### src/odml_pkg.sv
// Package of the ordered dither mono line writer: sizes, field positions, dither table.
package odml_pkg;

   localparam int LINE_PIXELS = 1024;
   localparam int STORE_BYTES = (LINE_PIXELS + 7) / 8;
   localparam int BYTE_AW     = (STORE_BYTES > 1) ? $clog2(STORE_BYTES) : 1;

   // field widths fixed by the stream format
   localparam int X_W     = 10;
   localparam int Y_W     = 10;
   localparam int COLOR_W = 8;
   localparam int WIDTH_W = 11;
   localparam int BG_W    = 32;
   localparam int IDX_W   = 7;

   localparam int REQ_TDATA_W = 48;
   localparam int RSP_TDATA_W = 24;

   // request tdata positions
   localparam int REQ_X_LO = 0;
   localparam int REQ_Y_LO = REQ_X_LO + X_W;
   localparam int REQ_R_LO = REQ_Y_LO + Y_W;
   localparam int REQ_G_LO = REQ_R_LO + COLOR_W;
   localparam int REQ_B_LO = REQ_G_LO + COLOR_W;

   // response tdata positions
   localparam int RSP_IDX_LO  = 0;
   localparam int RSP_VAL_LO  = RSP_IDX_LO + IDX_W;
   localparam int RSP_MONO    = RSP_VAL_LO + 8;
   localparam int RSP_DRAWN   = RSP_MONO + 1;
   localparam int RSP_OVFL    = RSP_DRAWN + 1;
   localparam int RSP_USED_W  = RSP_OVFL + 1;

   // configuration register indexes
   localparam int CSR_IW = 1;
   localparam logic [CSR_IW-1:0] CSR_BACKGROUND_COLOR = 1'd0;
   localparam logic [CSR_IW-1:0] CSR_LINE_WIDTH       = 1'd1;

   localparam logic [WIDTH_W-1:0] LINE_WIDTH_RESET = 11'd1024;

   localparam logic signed [5:0] BAYER_TABLE [4][4] = '{
      '{-6'sd32,  6'sd0,  -6'sd24,  6'sd8},
      '{ 6'sd16, -6'sd16,  6'sd24, -6'sd8},
      '{-6'sd20,  6'sd12, -6'sd28,  6'sd4},
      '{ 6'sd28, -6'sd4,   6'sd20, -6'sd12}
   };

   typedef struct packed {
      logic               en;
      logic [BYTE_AW-1:0] addr;
      logic [7:0]         data;
   } odml_wr_type;

endpackage

### src/odml_dither.sv
// Ordered dither and fast luma threshold for one pixel colour.
module odml_dither (
   input  logic [1:0]                   x_phase,
   input  logic [1:0]                   y_phase,
   input  logic [odml_pkg::COLOR_W-1:0] red,
   input  logic [odml_pkg::COLOR_W-1:0] green,
   input  logic [odml_pkg::COLOR_W-1:0] blue,
   output logic                         mono_bit
);

   logic signed [5:0]  offset;
   logic signed [12:0] dr;
   logic signed [12:0] dg;
   logic signed [12:0] db;
   logic signed [12:0] sum;

   always_comb begin
      offset = odml_pkg::BAYER_TABLE[x_phase][y_phase];
      dr  = $signed({5'b0, red})   + 13'(offset);
      dg  = $signed({5'b0, green}) + 13'(offset);
      db  = $signed({5'b0, blue})  + 13'(offset);
      // 3r + 4g + b, luma >= 128 exactly when the sum reaches 1024
      sum = (dr <<< 1) + dr + (dg <<< 2) + db;
      mono_bit = (sum >= 13'sd1024);
   end

endmodule

### src/odml_line_store.sv
// 1bpp line store: byte RAM with valid bits and write-to-read forwarding.
module odml_line_store (
   input  logic                         clock,
   input  logic                         reset,
   input  logic                         rd_en,
   input  logic [odml_pkg::BYTE_AW-1:0] rd_addr,
   input  odml_pkg::odml_wr_type        wr,
   output logic [7:0]                   rd_byte
);

   logic [7:0]                   mem [odml_pkg::STORE_BYTES];
   logic [7:0]                   rdata_ff;
   logic [odml_pkg::BYTE_AW-1:0] rd_addr_ff;
   logic [odml_pkg::STORE_BYTES-1:0] valid_ff;
   logic                         last_en_ff;
   logic [odml_pkg::BYTE_AW-1:0] last_addr_ff;
   logic [7:0]                   last_data_ff;

   always_ff @(posedge clock) begin
      if (wr.en) begin
         mem[wr.addr] <= wr.data;
      end
      if (rd_en) begin
         rdata_ff   <= mem[rd_addr];
         rd_addr_ff <= rd_addr;
      end
   end

   always_ff @(posedge clock) begin
      if (reset) begin
         valid_ff   <= '0;
         last_en_ff <= 1'b0;
      end else if (wr.en) begin
         valid_ff[wr.addr] <= 1'b1;
         last_en_ff        <= 1'b1;
      end
   end

   always_ff @(posedge clock) begin
      if (wr.en) begin
         last_addr_ff <= wr.addr;
         last_data_ff <= wr.data;
      end
   end

   // the read may have raced the latest write to the same byte: take that write
   always_comb begin
      if (last_en_ff && (last_addr_ff == rd_addr_ff)) begin
         rd_byte = last_data_ff;
      end else if (valid_ff[rd_addr_ff]) begin
         rd_byte = rdata_ff;
      end else begin
         rd_byte = 8'd0;
      end
   end

endmodule

### src/ordered_dither_mono_line_writer.sv
// Top level of the ordered dither mono line writer.
//
// req_ carries one pixel per beat: position, line number, colour in tdata and
// the opaque flag in tuser. rsp_ returns one beat per pixel with the store byte
// it touched, the byte after the update, the dithered bit and drawn/overflow.
// csr_ writes background_color (index 0) and line_width (index 1) only while
// idle: the user must keep to this, as the block itself does not enforce it.
// Pipeline: the accepting edge reads the line store RAM; stage s1 then dithers,
// merges the bit and writes the byte back as the beat moves into the output
// register. rsp_tvalid rises once the beat is in the output register, and one
// pixel is taken every cycle while rsp_tready stays high, limited by
// the single RAM write port. A write that races a following read of the same
// byte is forwarded.
//
// Reset clears the line store through per-byte valid bits at once, sets
// background_color to 0 and line_width to 1024; no clearing pass is needed.
// When rsp_tready is low the output register holds its beat, one more pixel
// waits in the RAM stage, and req_tready then drops.
module ordered_dither_mono_line_writer (
   input  logic                                clock,
   input  logic                                reset,
   input  logic                                req_tvalid,
   output logic                                req_tready,
   // pixel_x, row_y, red, green, blue, zero fill
   input  logic [odml_pkg::REQ_TDATA_W-1:0]    req_tdata,
   // opaque
   input  logic                                req_tuser,
   output logic                                rsp_tvalid,
   input  logic                                rsp_tready,
   // byte_index, byte_value, mono_bit, drawn, overflow, zero fill
   output logic [odml_pkg::RSP_TDATA_W-1:0]    rsp_tdata,
   input  logic                                csr_we,
   input  logic [odml_pkg::CSR_IW-1:0]         csr_index,
   input  logic [odml_pkg::BG_W-1:0]           csr_wdata
);

   logic [odml_pkg::BG_W-1:0]    bg_ff;
   logic [odml_pkg::WIDTH_W-1:0] width_ff;

   logic                         accept;
   logic                         s1_adv;
   logic                         s1_valid_ff;
   logic [odml_pkg::X_W-1:0]     s1_x_ff;
   logic [1:0]                   s1_y_ff;
   logic [odml_pkg::COLOR_W-1:0] s1_r_ff;
   logic [odml_pkg::COLOR_W-1:0] s1_g_ff;
   logic [odml_pkg::COLOR_W-1:0] s1_b_ff;
   logic                         s1_opaque_ff;

   logic [odml_pkg::X_W-1:0]     req_x;
   logic [odml_pkg::COLOR_W-1:0] sel_r;
   logic [odml_pkg::COLOR_W-1:0] sel_g;
   logic [odml_pkg::COLOR_W-1:0] sel_b;
   logic                         coloured;
   logic                         dith_bit;
   logic                         in_store;
   logic                         refused;
   logic [7:0]                   cur_byte;
   logic [7:0]                   new_byte;
   logic [7:0]                   out_byte;
   odml_pkg::odml_wr_type        wr;

   logic                             out_valid_ff;
   logic [odml_pkg::RSP_USED_W-1:0]  out_data_ff;
   logic [odml_pkg::RSP_USED_W-1:0]  out_data_in;

   always_ff @(posedge clock) begin
      if (reset) begin
         bg_ff    <= '0;
         width_ff <= odml_pkg::LINE_WIDTH_RESET;
      end else if (csr_we) begin
         case (csr_index)
            odml_pkg::CSR_BACKGROUND_COLOR: bg_ff <= csr_wdata;
            odml_pkg::CSR_LINE_WIDTH: width_ff <= csr_wdata[odml_pkg::WIDTH_W-1:0];
            default: ;
         endcase
      end
   end

   assign s1_adv     = s1_valid_ff && (!out_valid_ff || rsp_tready);
   assign req_tready = !s1_valid_ff || s1_adv;
   assign accept     = req_tvalid && req_tready;
   assign req_x      = req_tdata[odml_pkg::REQ_X_LO +: odml_pkg::X_W];

   always_ff @(posedge clock) begin
      if (reset) begin
         s1_valid_ff <= 1'b0;
      end else if (accept) begin
         s1_valid_ff <= 1'b1;
      end else if (s1_adv) begin
         s1_valid_ff <= 1'b0;
      end
   end

   always_ff @(posedge clock) begin
      if (accept) begin
         s1_x_ff      <= req_x;
         s1_y_ff      <= req_tdata[odml_pkg::REQ_Y_LO +: 2];
         s1_r_ff      <= req_tdata[odml_pkg::REQ_R_LO +: odml_pkg::COLOR_W];
         s1_g_ff      <= req_tdata[odml_pkg::REQ_G_LO +: odml_pkg::COLOR_W];
         s1_b_ff      <= req_tdata[odml_pkg::REQ_B_LO +: odml_pkg::COLOR_W];
         s1_opaque_ff <= req_tuser;
      end
   end

   odml_line_store u_store (
      .clock   (clock),
      .reset   (reset),
      .rd_en   (accept),
      .rd_addr (odml_pkg::BYTE_AW'(req_x >> 3)),
      .wr      (wr),
      .rd_byte (cur_byte)
   );

   // pick the pixel colour or the background, red in the top byte
   always_comb begin
      if (s1_opaque_ff) begin
         sel_r = s1_r_ff;
         sel_g = s1_g_ff;
         sel_b = s1_b_ff;
      end else begin
         sel_r = bg_ff[31:24];
         sel_g = bg_ff[23:16];
         sel_b = bg_ff[15:8];
      end
      coloured = s1_opaque_ff || (bg_ff != '0);
   end

   odml_dither u_dither (
      .x_phase  (s1_x_ff[1:0]),
      .y_phase  (s1_y_ff),
      .red      (sel_r),
      .green    (sel_g),
      .blue     (sel_b),
      .mono_bit (dith_bit)
   );

   always_comb begin
      in_store = (32'(s1_x_ff) < odml_pkg::LINE_PIXELS);
      refused  = ({1'b0, s1_x_ff} >= width_ff) || !in_store;
      new_byte = cur_byte;
      new_byte[s1_x_ff[2:0]] = coloured && dith_bit;
      wr.en    = s1_adv && coloured && !refused;
      wr.addr  = odml_pkg::BYTE_AW'(s1_x_ff >> 3);
      wr.data  = new_byte;
      if (!in_store) begin
         out_byte = 8'd0;
      end else if (coloured && !refused) begin
         out_byte = new_byte;
      end else begin
         out_byte = cur_byte;
      end
      out_data_in = {refused,
                     coloured && !refused,
                     coloured && dith_bit,
                     out_byte,
                     s1_x_ff[odml_pkg::X_W-1:3]};
   end

   always_ff @(posedge clock) begin
      if (reset) begin
         out_valid_ff <= 1'b0;
      end else if (s1_adv) begin
         out_valid_ff <= 1'b1;
      end else if (rsp_tready) begin
         out_valid_ff <= 1'b0;
      end
   end

   always_ff @(posedge clock) begin
      if (s1_adv) begin
         out_data_ff <= out_data_in;
      end
   end

   assign rsp_tvalid = out_valid_ff;
   assign rsp_tdata  = odml_pkg::RSP_TDATA_W'(out_data_ff);

endmodule

### config.mk
export PLATFORM = sky130hd
export DESIGN_NAME = ordered_dither_mono_line_writer
export DESIGN_NICKNAME = d
export VERILOG_FILES = /design/src/odml_pkg.sv /design/src/odml_dither.sv /design/src/odml_line_store.sv /design/src/ordered_dither_mono_line_writer.sv
export SDC_FILE = /design/constraint.sdc
export NUM_CORES = 1
export LEC_CHECK = 0
export ABC_AREA = 1
export ABC_CLOCK_PERIOD_IN_PS = 10340
export BUFFER_PORTS_ARGS = -buffer_cell sky130_fd_sc_hd__buf_4
export CAP_MARGIN = 20
export CORE_AREA = 2 2 405 407
export CTS_BUF_LIST = sky130_fd_sc_hd__clkbuf_8
export CTS_CLUSTER_DIAMETER = 60
export DETAILED_ROUTE_END_ITERATION = 10
export DIE_AREA = 0 0 407 409
export PLACE_DENSITY = 0.46
export SYNTH_ARGS = -nofsm -noshare
export SYNTH_HDL_FRONTEND = slang
export SYNTH_SLANG_ARGS = --single-unit
### constraint.sdc
create_clock -name clock -period 10.34 [get_ports clock]
set_clock_uncertainty 0.05 [all_clocks]
set_input_delay 1.034 -clock clock [delete_from_list [all_inputs] [get_ports clock]]
set_output_delay 1.034 -clock clock [all_outputs]
set_load 0.005 [all_outputs]
==> Word-level counts from Yosys, hierarchy flattened <==
Memories as Yosys holds them, arrays and structs flattened. A register that Yosys moved wholly into a read port is not among the register bits.
Index checks and enable logic that the tools add are counted.
{ "totals": {"reg_bits": 251, "ram_bits": 1024, "input_bits": 87, "output_inout_bits": 26, "elab_cells": 82, "memories": 1} }
{ "op_classes": {"n_addsub": 6, "order_cmp": 9, "n_eq_ne": 1, "mux": 25, "bitwise_logic": 4, "reduce_logical": 20} }
{ "mem_list": {"columns": ["memory", "words", "width", "read_ports", "rd_clocked_by_memory_dff", "write_ports", "line", "rtl"], "rows": [
  ["u_store.mem", 128, 8, 1, 1, 1, "odml_line_store.sv:11", "logic [7:0] mem [odml_pkg::STORE_BYTES];"]
]} }
{ "ops": {"columns": ["op", "n"], "rows": [
  ["$or A128 B128 Y128", 1],
  ["$bmux W24 S2", 1],
  ["$mux W24", 2],
  ["$mux W8", 6],
  ["$add A13 B13 Y13", 3],
  ["$reduce_bool A32 Y1", 1],
  ["$add A9 B6 Y10", 3],
  ["$lt A7 B8 Y1 const B", 2],
  ["$ge A13 B12 Y1 const B", 1],
  ["$bmux W6 S2", 1],
  ["$mux W6", 2],
  ["$ge A10 B11 Y1", 1],
  ["$logic_and A1 B1 Y1", 9],
  ["$mux W1", 9],
  ["$bwmux W8", 1],
  ["$bmux W1 S7", 1],
  ["$demux W1 S7", 1],
  ["$eq A7 B7 Y1", 1],
  ["$ge A7 B1 Y1 const B", 1],
  ["$ge A3 B3 Y1 const B", 2],
  ["$not A2 Y3", 2],
  ["$lt A3 B4 Y1 const B", 1],
  ["$reduce_and A2 Y1", 2],
  ["$reduce_bool A2 Y1", 2],
  ["5 further kinds", 9]
]} }

==> Depth between registers and ports, before layout <==
Gate-level depths: netlist of run 1.
{ "depth": {"ltp_word": 15, "depth_mapped": 29, "mapped_depth_nobuf": 28} }

==> By module <==
From an unflattened synthesis of run 1, not the netlist that was laid out.
{ "hier_totals": {"cells_unflattened": 4967, "hier_area_um2": 53991.8} }
{ "modules_own_cells": {"columns": ["module", "n_inst", "cells_each", "area_per_inst_um2", "seq_area_each_um2"], "rows": [
  ["odml_line_store", 1, 4289, 48024.8, 34232.8],
  ["ordered_dither_mono_line_writer", 1, 453, 4251.6, 2552.4],
  ["odml_dither", 1, 225, 1715.4, 0.0]
]} }

==> Worst setup path before layout of run 1 <==
No wires, ideal clock.
{ "synth_timing": {"path_kind": "reg-to-reg", "startpoint": "register s1_x_ff[0] (netlist name)", "endpoint": "register u_store.last_data_ff[0] (data pin)", "setup_time_ns": 0.537, "arrival_ns": 6.896, "required_ns": 9.753, "slack_ns": 2.857, "path_stages_with_launch": 21, "n_path_buf": 0, "synth_period_minus_slack_ns": 7.483, "path_cell_list": "edfxtp_1 xnor2_1 ha_1 a21oi_1 o21ai_0 a21o_1 xnor2_1 inv_1 fa_1 inv_1 fa_1 inv_1 ha_1 nand2_1 nor3b_1 nand3_1 a31o_2 nand3_1 nand2_1 nand2_1 and2_1"} }
{ "synth_via": {"elab_chain_cells": 14, "word_cells_on_any_way": 21, "cone_classes": "6 x add/sub; 3 x order compare; 9 x mux; 1 x bitwise; 2 x reduce/logical"} }
{ "synth_rtl": {"columns": ["element", "line", "rtl"], "rows": [
  ["from (decl)", "ordered_dither_mono_line_writer.sv:43", "logic [odml_pkg::X_W-1:0] s1_x_ff;"],
  ["from (signal assigned)", "ordered_dither_mono_line_writer.sv:97", "s1_x_ff <= req_x;"],
  ["$not A2 Y3 (not written as such)", "odml_dither.sv:18", "offset = odml_pkg::BAYER_TABLE[x_phase][y_phase];"],
  ["$bmux W24 S2", "odml_dither.sv:18", null],
  ["$mux W24 (not written as such) (2 in series)", "odml_dither.sv:18", null],
  ["$bmux W6 S2", "odml_dither.sv:18", null],
  ["$mux W6 (not written as such) (2 in series)", "odml_dither.sv:18", null],
  ["$add A9 B6 Y10", "odml_dither.sv:19", "dr = $signed({5'b0, red}) + 13'(offset);"],
  ["$add A13 B13 Y13 (3 in series)", "odml_dither.sv:23", "sum = (dr <<< 1) + dr + (dg <<< 2) + db;"],
  ["$ge A13 B12 Y1", "odml_dither.sv:24", "mono_bit = (sum >= 13'sd1024);"],
  ["$logic_and A1 B1 Y1", "ordered_dither_mono_line_writer.sv:142", "new_byte[s1_x_ff[2:0]] = coloured && dith_bit;"],
  ["$bwmux W8 *", "ordered_dither_mono_line_writer.sv:142", null],
  ["net new_byte[0]", "ordered_dither_mono_line_writer.sv:59", "logic [7:0] new_byte;"],
  ["to (signal assigned)", "odml_line_store.sv:42", "last_data_ff <= wr.data;"],
  ["to (decl)", "odml_line_store.sv:17", "logic [7:0] last_data_ff;"]
]} }
Mark *: on every way through the listed nets, which the timed path passes. The rest lies on a longest branch. The select of a mux whose other input is x is not followed.
A chain may end at the register's enable or synchronous reset.

==> Final worst setup path of run 1 <==
{ "layout_timing": {"startpoint": "register s1_x_ff[1] (netlist name)", "endpoint": "memory u_store.mem[97][1] (data pin)"} }
{ "layout_via": {"elab_chain_cells": 14, "word_cells_on_any_way": 21, "cone_classes": "6 x add/sub; 3 x order compare; 9 x mux; 1 x bitwise; 2 x reduce/logical"} }
{ "layout_rtl": {"columns": ["element", "line"], "rows": [
  ["$not A2 Y3 (not written as such)", "odml_dither.sv:18"],
  ["$bmux W24 S2", "odml_dither.sv:18"],
  ["$mux W24 (not written as such) (2 in series)", "odml_dither.sv:18"],
  ["$bmux W6 S2", "odml_dither.sv:18"],
  ["$mux W6 (not written as such) (2 in series)", "odml_dither.sv:18"],
  ["$add A9 B6 Y10", "odml_dither.sv:19"],
  ["$add A13 B13 Y13 (3 in series)", "odml_dither.sv:23"],
  ["$ge A13 B12 Y1", "odml_dither.sv:24"],
  ["$logic_and A1 B1 Y1", "ordered_dither_mono_line_writer.sv:142"],
  ["$bwmux W8 *", "ordered_dither_mono_line_writer.sv:142"],
  ["net new_byte[1]", "ordered_dither_mono_line_writer.sv:59"],
  ["to (decl)", "odml_line_store.sv:11"]
]} }
Marks and branches as above.

==> results of run 1 <==
## final cells by class
cell class / instances / area [µm²]
sequential: 1276 / 36580
tap: 2175 / 2721
inverter: 324 / 1234
clock buffer: 224 / 3083
multi-input combinational: 2840 / 14210
antenna: 5 / 12.51
fill: 16050 / 102100
timing repair buffer: 161 / 1364
clock inverter: 167 / 724.4
## worst max-delay path, delay by kind of cell (launching register included)
family          cells  cell delay, ns
buf+inv             5            1.24
simple gates        8            1.64
xor+xnor            2            0.91
fa+ha+maj           4            1.62
flops               1            0.62
compound gates      5            0.94
## sequential cells by signal, indices dropped and copies added (netlist names), 2 cells and up
| signal | cells |
|---|---|
| u_store.mem | 1024 |
| u_store.valid_ff | 128 |
| bg_ff | 32 |
| out_data_ff | 18 |
| width_ff | 11 |
| s1_x_ff | 10 |
| s1_b_ff | 8 |
| s1_g_ff | 8 |
| s1_r_ff | 8 |
| u_store.last_data_ff | 8 |
| u_store.rdata_ff | 8 |
| u_store.last_addr_ff | 7 |
| s1_y_ff | 2 |
## metrics by stage
stage | area, µm² | setup WS (ns) | cells | utilization | hold WS, ns
floorplan | 53330 | 2.857 | 4752 | - | 0.3801
global placement | 56000 | 2.789 | 6769 | 0.3456 | 0.3867
detailed placement | 56060 | 2.729 | 6773 | 0.3460 | 0.3901
CTS | 59860 | 2.669 | 7164 | 0.3695 | 0.1483
global route | 59910 | 2.077 | 7169 | 0.3698 | 0.1778
finish | 59920 | 2.787 | 7172 | 0.3698 | 0.2481
## worst max path at each step
| stage | startpoint | to | slack (ns) |
|---|---|---|---|
| after floorplan | s1_x_ff[0]$_DFFE_PP_ | u_store.last_data_ff[0]$_DFFE_PP_ | 2.86 |
| after global placement | s1_x_ff[1]$_DFFE_PP_ | u_store.mem[98][1]$_DFFE_PP_ | 2.79 |
| after detailed placement | s1_x_ff[1]$_DFFE_PP_ | u_store.mem[98][1]$_DFFE_PP_ | 2.73 |
| after CTS | s1_x_ff[1]$_DFFE_PP_ | u_store.mem[38][1]$_DFFE_PP_ | 2.67 |
| after global routing | s1_x_ff[1]$_DFFE_PP_ | u_store.mem[37][1]$_DFFE_PP_ | 2.08 |
| final | s1_x_ff[1]$_DFFE_PP_ | u_store.mem[97][1]$_DFFE_PP_ | 2.79 |
## layer usage
layer	GRT usage	wire [µm]	part of all wire
met2	0.3069	75280	0.47
met5	0	0	0
met4	0.05632	3832	0.024
met3	0.02977	8195	0.051
met1	0.2680	73810	0.46
## power groups by stage
stage                     sequential, µW  combinational (µW)  clock [µW]
after global placement              5860                1370           0
after global routing                5750                1530        4390
after floorplan                     5860                 887           0
after detailed placement            5860                1360           0
final                               5750                1350        4060
after CTS                           5750                1370        4180
## kinds of logic after synthesis
kind of cell	share of synthesized area
mux	0.0003755
fa+ha+maj	0.01906
compound gates	0.1300
buf+inv	0.04929
flops	0.6861
xor+xnor	0.004272
other cells	0.00007035
simple gates	0.1109
## placed cells by master (no fill, tap or decap), types with 3 or more instances in the layout
| cell type | netlist | routed |
|---|---|---|
| or2_2 | 9 | 9 |
| and2_4 | 0 | 8 |
| buf_4 | 21 | 146 |
| nand3_1 | 185 | 185 |
| xnor2_1 | 14 | 13 |
| a21oi_1 | 182 | 182 |
| nor4_1 | 8 | 8 |
| clkbuf_8 | 0 | 224 |
| clkinv_2 | 0 | 12 |
| xor2_1 | 12 | 12 |
| fa_1 | 22 | 22 |
| inv_8 | 0 | 3 |
| o22ai_1 | 257 | 257 |
| conb_1 | 1 | 6 |
| edfxtp_1 | 1102 | 1102 |
| nor3_4 | 0 | 7 |
| buf_6 | 9 | 4 |
| o21ai_0 | 686 | 686 |
| nand2_1 | 454 | 454 |
| inv_6 | 0 | 4 |
| dfxtp_1 | 174 | 174 |
| ha_1 | 46 | 46 |
| inv_2 | 4 | 5 |
| diode_2 | 0 | 5 |
| nand4_1 | 3 | 3 |
| buf_12 | 0 | 9 |
| o221ai_1 | 55 | 55 |
| o21ai_1 | 54 | 54 |
| nor2_1 | 784 | 784 |
| clkinv_1 | 7 | 49 |
| inv_1 | 313 | 410 |
| a211oi_1 | 3 | 3 |
| clkinvlp_4 | 0 | 3 |
| nor3_1 | 12 | 11 |
| o211ai_1 | 19 | 19 |
==> results.yml, run 1 <==
sta:
  rsz0062_at_grt: "no"
  setup_viol: 0
  tns_ns: 0
  slew_viol_final: 0
  fmax_ghz: 0.1324
  hold_viol_final: 0
  tightest_slew_ns: 1.178
  post-route-period-util: 0.7305
  slew_headroom: 0.2120
  layout_min_cycle_time_ns: 7.553
logic_synthesis:
  ys_warn_count: 0
  ys_ff_latch: 1276
  synth-edff-count: 1102
  ys_seq_area_frac: 0.6861
  synth_area_leaders: "edfxtp_1 62%, dfxtp_1 6.5%, o21ai_0 6.4%, nor2_1 5.5%, nand2_1 3.2%"
  syn-mean-instance-area_um2: 11.23
  yosysMostFrequentCell: "edfxtp_1"
  synthCells: 4747
  synth_top_cell_area_share: 0.6208
  synthTopCellsByCount: "1,102 x edfxtp_1, 784 x nor2_1, 686 x o21ai_0, 454 x nand2_1, 313 x inv_1"
  synth_top_cell_by_area: "edfxtp_1"
  synthDistinctLibCells: 41
  synth_async_sr_flop_share: 0
  yosys_most_used_dff: "edfxtp_1"
  syn_area_um2: 53310
placed_design:
  gp_congestion: 0.7884
  dp_hpwl_mm: 92.53
  portBuffers: 94
clocking:
  cts_buffer_depth: 3
  clk_latency_ns: 0.94
  htreeDepth: 4
  clk_pin_slew_ns: 0.06
  cts_resized: 0
  cts_tree: "yes"
  cts_sinks: 1276
  cts_setup_buffers: 0
  cts_hold_buf: 0
  cts_buffers: 213
  cts_root_buffer: "clkbuf_8"
global_routing:
  track_usage: 0.1918
  grt_pass1_vias: 35260
  grt-ovfl-total: 0
  grt_pass1_wl_mm: 238.6
  grt_max_degree: 159
  antenna_found_initial: 4
hold_path:
  holdPathStages: 1
  holdPathEnd: "s1_x_ff[0]$_DFFE_PP_"
  min_from: "req_tdata[0]"
  worst_hold_path_type: "input port to register"
worst_setup_path:
  reg2reg_from: "s1_x_ff[1]$_DFFE_PP_"
  worst_r2r_path_depth: 24
  worst-endpoint-required_ns: 10.87
  start_kind: "register"
  cpPeakStageDelay_ns: 0.78
  path_max_fanout: 80
  rrSetupSlack_ns: 2.79
  crit_type: "register to register"
  r2r_end: "u_store.mem[97][1]$_DFFE_PP_"
  crit_arrival_ns: 8.08
  worst_setup_path_end_kind: "register"
  path_cells: "xnor2_1, inv_1, ha_1, a21oi_1, nand2_1, a21oi_1, o21ai_0, a21o_1, xnor2_1, inv_1, fa_1, inv_1, fa_1, inv_1, ha_1, nand2_1, nor3b_1, nand3_1, a31o_2, nand3_1, nand2_1, nand2_1, and2_4, buf_4"
  crit_path_top_delay_cell: "buf_4"
cells_and_area:
  drive_gt1_frac: 0.08974
  syn_to_final_growth_pct: 12.40
  nets: 4971
routing:
  vias_per_cell: 5.047
  totalWireLength_mm: 161.1
  vias: 36200
  ant_nets: 0
  drc: 0
  wl_per_cell_um: 22.46
  drt_first_pass_iters: 5
  drtIter0Drc: 2852
floorplan:
  initial_core_util: 0.3290
  die_area_um2: 166500
  rows: 148
  die_h_um: 409
  coreArea_um2: 162000
  io_pins: 113
  die_w_um: 407
power_and_ir_drop:
  p_leak_uw: 0.02103
  peakVddDrop_mv: 0.1431
  finalPower_uw: 11160
  seqPwrFrac: 0.515
  power.density_nw_per_um2: 186.2
  p_int_uw: 8118
  pwr-share-comb: 0.121
  power.net_switching_uw: 3041
  p_sw_frac: 0.2725
  pwr-share-clk: 0.364
outcome:
  outcome: "complete, no violations"
flow_run:
  maxCapViolCount: 0
No activity file was read; power rests on OpenSTA's default activity.
==> inputs of run 2 (changes only) <==
--- a/config.mk
+++ b/config.mk
@@ -6,7 +6,7 @@
 export NUM_CORES = 1
 export LEC_CHECK = 0
 export ABC_AREA = 1
-export ABC_CLOCK_PERIOD_IN_PS = 10340
+export ABC_CLOCK_PERIOD_IN_PS = 7700
 export BUFFER_PORTS_ARGS = -buffer_cell sky130_fd_sc_hd__buf_4
 export CAP_MARGIN = 20
 export CORE_AREA = 2 2 405 407
==> constraint.sdc (replaced) <==
create_clock -name clock -period 7.7 [get_ports clock]
set_clock_uncertainty 0.05 [all_clocks]
set_input_delay 0.77 -clock clock [delete_from_list [all_inputs] [get_ports clock]]
set_output_delay 0.77 -clock clock [all_outputs]
set_load 0.005 [all_outputs]
==> run 2 against run 1 <==
  * Utilization grew 0.64 points
  * Maximum frequency grew 18%
  * Via count grew 2.0%
  * Design area grew 1.7%
  * Register-to-register slack lost 1.5 ns
  * Final cell count grew 1.3%
  * Routed wire length grew 3.1%
  * Combinational power grew 39%
  * Critical endpoint is now u_store.mem[1][2]$_DFFE_PP_
==> results.yml, run 2 (synthesis gave the netlist of run 1 again) <==
global_routing:
  grt_pass1_vias: 35530
  track_usage: 0.1964
  grt_pass1_wl_mm: 243.6
  antenna_found_initial: 4
  grt_max_degree: 167
  grt-ovfl-total: 0
worst_setup_path:
  path_delay_family: "adder cells"
  cp.buffers_inverters: 5
  start_kind: "register"
  cpPeakStageDelay_ns: 0.63
  worst-endpoint-required_ns: 8.41
  path_max_fanout: 36
  path_common_cell: "nand2_1"
  path_cells: "xnor2_2, buf_4, ha_1, nand2_1, o21ai_0, a21oi_1, o21ai_0, xnor2_1, inv_1, fa_1, inv_1, fa_1, inv_1, ha_1, nand2_1, nor3b_1, nand3_1, a31o_2, nand3_1, nand2_1, nand2_1, and2_4, buf_4"
  crit_type: "register to register"
  worst_setup_path_end_kind: "register"
  crit_arrival_ns: 7.09
  crit_path_top_delay_cell: "edfxtp_1"
cells_and_area:
  final_common_cell: "edfxtp_1"
  drive_gt1_frac: 0.09652
  largest_reg_flops: 1024
  instances_no_fill: 7263
  multiInputGateArea_um2: 14210
  nFillCells: 15940
  mostFrequentLayoutCells: "1,102 x edfxtp_1, 784 x nor2_1, 686 x o21ai_0"
  nets: 5060
  top_register: "u_store.mem"
  syn_to_final_growth_pct: 14.35
  top_regs: "u_store.mem x1024, u_store.valid_ff x128, bg_ff x32"
  ff_latch_area_um2: 36580
clocking:
  cts_buffers: 215
  cts_root_buffer: "clkbuf_8"
  cts_setup_buffers: 0
  cts_resized: 0
  htreeDepth: 4
  cts_tree: "yes"
  clk_latency_ns: 0.95
  clk_pin_slew_ns: 0.06
  cts_buffer_depth: 3
  cts_sinks: 1276
routing:
  drtIter0Drc: 2971
  drt_first_pass_iters: 5
  vias: 36910
  ant_nets: 0
  vias_per_cell: 5.082
  wl_per_cell_um: 22.88
  totalWireLength_mm: 166.2
  drc: 0
hold_path:
  worst_hold_path_type: "input port to register"
placed_design:
  gp_congestion: 0.7845
  portBuffers: 94
  dp_hpwl_mm: 95.37
  placed_cells: 6803
floorplan:
  io_pins: 113
  coreArea_um2: 162000
  rows: 148
  die_h_um: 409
  initial_core_util: 0.3290
  die_w_um: 407
  die_area_um2: 166500
sta:
  fmax_ghz: 0.1568
  tightest_slew_ns: 1.220
  hold_viol_final: 0
  post-route-period-util: 0.8284
  slew_headroom: 0.1834
  slew_viol_final: 0
  tns_ns: 0
  rsz0062_at_grt: "no"
  setup_viol: 0
  layout_min_cycle_time_ns: 6.379
power_and_ir_drop:
  pwr-share-clk: 0.370
  p_sw_frac: 0.2750
  power.density_nw_per_um2: 249.9
  finalPower_uw: 15230
  p_int_uw: 11040
  power.net_switching_uw: 4189
  pwr-share-comb: 0.124
  p_leak_uw: 0.02146
  peakVddDrop_mv: 0.1784
  seqPwrFrac: 0.506
flow_run:
  maxCapViolCount: 0
outcome:
  outcome: "complete, no violations"
-- run 2: cell count changes in the layout (fill, tap and decap cells not counted), moves of 2 or more --
cell           change
bufinv_16          +2
inv_8              +2
buf_6              -2
clkinv_2           +6
buf_12            +13
dlygate4sd3_1     +55
buf_4             +22
clkinv_1          +16
inv_1             -19
inv_12             +4
diode_2            -4
-- run 2: power groups by stage --
| stage | clock network (µW) | logic (µW) | registers [µW] |
|---|---|---|---|
| final | 5640 | 1880 | 7710 |
| after global routing | 6070 | 2120 | 7710 |
| after CTS | 5780 | 1910 | 7710 |
| after detailed placement | 0 | 1870 | 7860 |
| after global placement | 0 | 1890 | 7860 |
| after floorplan | 0 | 1190 | 7870 |
-- run 2: through the flow --
stage	util	setup slack, ns	cell area, µm²	hold WS, ns
detailed placement	0.3482	1.318	56420	0.3903
global route	0.3762	0.8298	60960	0.06414
global placement	0.3482	1.305	56420	0.3862
floorplan	-	0.2168	53330	0.3801
CTS	0.3759	1.295	60900	0.008737
finish	0.3762	1.321	60960	0.1062
-- run 2: cell type report --
| cell class | instances | share of cell area |
|---|---|---|
| diodes | 1 | 0.00004105 |
| flip-flops and latches | 1276 | 0.6000 |
| clock inverters | 175 | 0.01390 |
| multi-input cells | 2840 | 0.2330 |
| repair buffers | 248 | 0.03756 |
| inverters | 324 | 0.02024 |
| well taps | 2175 | 0.04464 |
| clock buffers | 224 | 0.05057 |
-- run 2: worst paths after layout --
check | startpoint | to | slack (ns) | depth (start not counted)
hold reg to reg | u_store.valid_ff[102]$_SDFFE_PP0P_ | u_store.valid_ff[102]$_SDFFE_PP0P_ | 0.40 | 2
hold / removal | csr_wdata[23] | bg_ff[23]$_SDFFE_PP0P_ | 0.11 | 3
setup / recovery | s1_x_ff[0]$_DFFE_PP_ | u_store.mem[1][2]$_DFFE_PP_ | 1.32 | 23
setup reg to reg | s1_x_ff[0]$_DFFE_PP_ | u_store.mem[1][2]$_DFFE_PP_ | 1.32 | 23
-- run 2: tightest hold or removal path: stages --
cell,delay (ns)
buf_4,0.07
o21ai_0,0.08
a21oi_1,0.11
-- run 2: repair_timing --
item	4_1_cts	5_1_grt
hold buffers	55	0
endpoints found under the hold margin	63	0
endpoints found under the setup margin	0	0
-- run 2: layer usage --
| layer | up-vias | wire, µm | global-route usage |
|---|---|---|---|
| met5 | - | 0 | 0 |
| met4 | 0 | 2990 | 0.04974 |
| met3 | 204 | 7688 | 0.02969 |
| met2 | 939 | 78190 | 0.3123 |
| met1 | 18570 | 77310 | 0.2800 |
| li1 | 17200 | - | - |
